--- src/design/ghsa_pkg.sv ---
package ghsa_pkg;

  // Table geometry
  localparam int MaxSlots  = 256;
  localparam int SlotIdxW  = $clog2(MaxSlots);
  localparam int CountW    = $clog2(MaxSlots) + 1;
  localparam int GenBits   = 16;
  localparam int WorldW    = 16;

  // Stream payload widths
  localparam int InDataW   = 40;
  localparam int OutDataW  = 24;

  typedef logic [SlotIdxW-1:0] slot_idx_t;
  typedef logic [CountW-1:0]   slot_cnt_t;
  typedef logic [GenBits-1:0]  gen_t;
  typedef logic [WorldW-1:0]   world_t;

  typedef enum logic [1:0] {
    OP_ALLOC   = 2'd0,
    OP_RELEASE = 2'd1,
    OP_CHECK   = 2'd2
  } op_e;

  typedef enum logic [1:0] {
    ST_OK      = 2'd0,
    ST_INVALID = 2'd1,
    ST_FULL    = 2'd2
  } status_e;

  // A free stack entry keeps the generation the slot got at release
  typedef struct packed {
    slot_idx_t idx;
    gen_t      gen;
  } stk_entry_t;

  typedef struct packed {
    logic       en;
    slot_idx_t  addr;
    stk_entry_t data;
  } stk_wr_t;

  // A slot entry holds the live mark next to the generation
  typedef struct packed {
    logic live;
    gen_t gen;
  } slot_ent_t;

  typedef struct packed {
    logic      en;
    slot_idx_t addr;
    slot_ent_t data;
  } gen_wr_t;

endpackage

--- src/design/ghsa_gen_store.sv ---
module ghsa_gen_store (
  input  logic                clk_i,
  input  logic                rd_en_i,
  input  ghsa_pkg::slot_idx_t rd_addr_i,
  input  ghsa_pkg::gen_wr_t   wr_i,
  output ghsa_pkg::slot_ent_t rd_data_o
);
  import ghsa_pkg::*;

  slot_ent_t gen_mem [MaxSlots];
  slot_ent_t rd_q;
  slot_ent_t fwd_data_q;
  logic      fwd_q;

  // Write one slot entry per cycle
  always_ff @(posedge clk_i) begin
    if (wr_i.en) begin
      gen_mem[wr_i.addr] <= wr_i.data;
    end
  end

  // Registered read; remember a same-cycle write to the same slot
  always_ff @(posedge clk_i) begin
    if (rd_en_i) begin
      rd_q       <= gen_mem[rd_addr_i];
      fwd_q      <= wr_i.en && (wr_i.addr == rd_addr_i);
      fwd_data_q <= wr_i.data;
    end
  end

  assign rd_data_o = fwd_q ? fwd_data_q : rd_q;

endmodule

--- config.mk ---
export PLATFORM = sky130hd
export DESIGN_NAME = ghsa_gen_store
export DESIGN_NICKNAME = d
export VERILOG_FILES = /design/src/design/ghsa_pkg.sv /design/src/design/ghsa_gen_store.sv
export SDC_FILE = /design/constraint.sdc
export NUM_CORES = 2
export LEC_CHECK = 0
export ABC_AREA = 0
export BUFFER_PORTS_ARGS = -buffer_cell sky130_fd_sc_hd__buf_2
export CORE_AREA = 2 2 699 701
export DETAILED_ROUTE_END_ITERATION = 10
export DIE_AREA = 0 0 701 703
export PLACE_DENSITY = 0.51
export SLEW_MARGIN = 20
export SYNTH_ARGS = -nofsm -noshare
export SYNTH_HDL_FRONTEND = slang
export SYNTH_MEMORY_MAX_BITS = 65536
export SYNTH_SLANG_ARGS = --single-unit
export TNS_END_PERCENT = 5
--- constraint.sdc ---
create_clock -name clk_i -period 2.4 [get_ports clk_i]
set_input_delay 0 -clock clk_i [delete_from_list [all_inputs] [get_ports clk_i]]
set_output_delay 0 -clock clk_i [all_outputs]
set_load 0.01 [all_outputs]
==> impl_metrics.csv <==
group,metric,value,unit
global_route,met1_usage,27.03,%
global_route,grt_pass1_vias,87110,
route,wire_per_inst,31.30,um
sta,maxSlewHeadroom,24.17,%
global_route,antenna_found_initial,29,
setup_path,r2r_cells,5,
synthesis,async_flop_share,0,%
synthesis,syn_inst,7823,
clock_network,cts_buffer_depth,4,
sta,worst_slack,-0.1816,ns
setup_path,rr_startpoint,"gen_mem[63][4]",
synthesis,syn_nets,7859,
synthesis,synth_edf_count,4387,
synthesis,ys.flop_type,"edfxtp_1",
power_and_ir_drop,peakVddDrop,0.7047,mV
run_status,outcome,"complete, but fails checks",
sta,whs,0.05048,ns
setup_path,cp.required,3.16,ns
place,place_ws,-1.055,ns
sta,worstMarginPinSlew,1.137,ns
die,rows,256,
power_and_ir_drop,sw_frac_of_total,21.82,%
sta,rsz0062_at_grt,"yes",
synthesis,ys_warn_count,0,
place,dp_hpwl,307300,um
sta,hold_viol_final,0,
synthesis,ys_ff_latch,4387,
sta,clock.fmax,0.3874,GHz
global_route,grt_use_met2,33.41,%
clock_network,clk_latency,1.03,ns
sta,finalCritPeriodShare,107.6,%
sta,slew_violations,0,
global_route,globalRouteMet3Util,2.738,%
global_route,grt_max_degree,101,
die,initial_utilization,34.88,%
power_and_ir_drop,p_seq_share,52.1,%
route,via_per_inst,5.424,
power_and_ir_drop,power.leakage,0.06533,uW
setup_path,r2r_slack,-0.18,ns
global_route,grt_pass1_wl,691500,um
clock_network,cts_root_buf,"clkbuf_16",
global_route,grt.total_usage,19.78,%
power_and_ir_drop,p_comb_share,6.0,%
die,core,0.4849,sq mm
setup_path,critPathKind,"reg -> reg",
power_and_ir_drop,p_clk_share,42.0,%
route,drt_iter0_drc,9571,
cells_and_area,drive_gt1_share,31.42,%
clock_network,cts-htree-levels,5,
clock_network,cts_tree,"built",
sta,skew,0.06059,ns
global_route,grt.busiest_layer,"met2",
place,portBuffers,52,
power_and_ir_drop,power_density,801.7,mW/mm^2
die,die_x,701,um
setup_path,start_kind,"flip-flop",
cells_and_area,area_growth,19.85,%
setup_path,crit_path_end_kind,"flip-flop",
setup_path,critPathMaxFanout,1,
route,routed_wl,496300,um
min_path,worstHoldPathType,"in -> reg",
setup_path,crit_arrival,3.34,ns
die,die_height,703,um
run_status,failed_checks,"setup timing",
route,ant_nets,0,
route,drc,0,
global_route,grt_remaining_overflow,0,
place,place_congestion,0.8175,
flow_run,cap_violations,0,
die,ios,53,
cells_and_area,mostFrequentLayoutCells,"edfxtp_1 (4387), buf_4 (872), mux4_2 (816), mux2i_1 (714), clkbuf_16 (459)",
synthesis,avgSynthCellArea,21.62,sq um
sta,finalSetupViolations,11,
power_and_ir_drop,p_int,127100,uW
cells_and_area,final_common_cell,"edfxtp_1",
route,num_vias,86000,
clock_network,cts_setup_buffers,0,
synthesis,syn-cell-area,0.1692,sq mm
clock_network,numCtsBuffers,451,
setup_path,timing.rr.end,"rd_q[4]",
cells_and_area,final.fill_count,42160,
die,dieArea,0.4928,sq mm
route,firstDrtPassIters,5,
sta,post-route-min-period,2.582,ns
cells_and_area,layout.nets,9069,
power_and_ir_drop,p_sw,35470,uW
clock_network,clk_pin_slew_worst_paths,0.06,ns
clock_network,clock_sinks,4387,
setup_path,crit_start,"gen_mem[63][4]",
synthesis,synthDistinctLibCells,41,
setup_path,endpoint,"rd_q[4]",
synthesis,yosysSeqAreaShare,77.87,%
[cell usage after synthesis, types with 9 or more instances]
cell      instances  area share, %
nor3_1           35           0.10
edfxtp_1       4387             78
o21ai_1          16          0.047
o21ai_0          72           0.21
a21oi_1         170           0.50
o311ai_1         11          0.057
mux2_2           51           0.34
nor2_1          315           0.70
a22o_1           34           0.18
nand4_1           9          0.033
nand3_1          24          0.071
o31ai_1          17          0.075
nor4_2           12          0.089
o221ai_1        357            1.8
clkbuf_1        245           0.54
buf_1            31          0.069
o32ai_2          12           0.12
a221oi_1         17          0.088
buf_4            78           0.35
buf_2            61           0.18
mux4_2          816             11
nand2_1          46           0.10
mux2i_1         714            4.2
buf_6            58           0.39
o22ai_1         177           0.65
[layout make-up]
class	count	area [sq um]	share of cell area [%]
antenna	11	27.53	0.01358
multi-input combinational	2952	35770	17.64
timing repair buffer	1238	12890	6.357
clock buffer	544	11810	5.823
inverter	3	23.77	0.01173
tap	6450	8070	3.981
clock inverter	271	2426	1.197
sequential	4387	131700	64.98
[layer usage]
metal / wire (um) / share of wire, % / vias up
met3: 30300 / 6.1 / 657
met2: 244600 / 49 / 2929
met1: 208200 / 42 / 46600
li1: - / - / 35820
met5: 27 / 0.0054 / -
met4: 13180 / 2.7 / 4
[power by group through the flow]
stage | sequential, uW | clock [uW] | combinational [uW]
finish | 84600 | 68200 | 9690
CTS | 84600 | 69500 | 9780
detailed placement | 86300 | 0 | 9550
floorplan | 86200 | 0 | 4270
global route | 84600 | 72300 | 10200
global placement | 86300 | 0 | 9440
[worst max-delay path, stage by stage, from the launching register on]
cell and delay [ns]:
edfxtp_1 0.37, mux4_2 0.48, mux4_2 0.59, a22o_4 0.34, o32ai_4 0.50, nor4_2 0.06
[state kept, by name, summed over array words and instances (netlist names)]
name / cells
fwd_q: 1
fwd_data_q: 17
rd_q: 17
gen_mem: 4352
[through the flow]
step / instances / instance area [sq um] / total power, uW / setup TNS (ns) / utilization (%)
after floorplan: 7823 / 169200 / 90470 / 0 / -
after global placement: 14990 / 187500 / 95690 / -14.34 / 38.67
after detailed placement: 14990 / 187600 / 95810 / -13.46 / 38.68
after CTS: 15850 / 202700 / 163900 / -1.225 / 41.79
after global routing: 15850 / 202700 / 167100 / -1.611 / 41.80
final: 15860 / 202700 / 162500 / -1.063 / 41.81
[cells by family (layout without fill, tap and decap cells)]
group | count (synthesis) | in the layout | synth area share [%]
flops | 4387 | 4387 | 77.87
mux | 1581 | 1581 | 15.43
compound gates | 894 | 894 | 3.835
buf+inv | 484 | 2056 | 1.618
simple gates | 469 | 469 | 1.204
xor+xnor | 8 | 8 | 0.04142
other cells | 0 | 11 | 0
[repair_timing]
action | 4_1_cts | 5_1_grt
pin swaps | 18 | 5
endpoints found under the setup margin | 19 | 17
endpoints found under the hold margin | 5455 | 0
resized for setup | 75 | 11
hold buffers | 40 | 0
[how the worst min path moves through the flow]
stage	endpoint	start	slack, ns	cells after the start
after floorplan	fwd_data_q[0]	wr_i[0]	0.1	0
after global placement	gen_mem[226][13]	wr_i[13]	0.39	1
after detailed placement	gen_mem[226][13]	wr_i[13]	0.40	1
after CTS	gen_mem[249][2]	wr_i[2]	0.002	2
after global routing	gen_mem[231][14]	wr_i[14]	0.03	2
final	gen_mem[230][14]	wr_i[14]	0.05	2
Power figures use the tool's default switching activity.
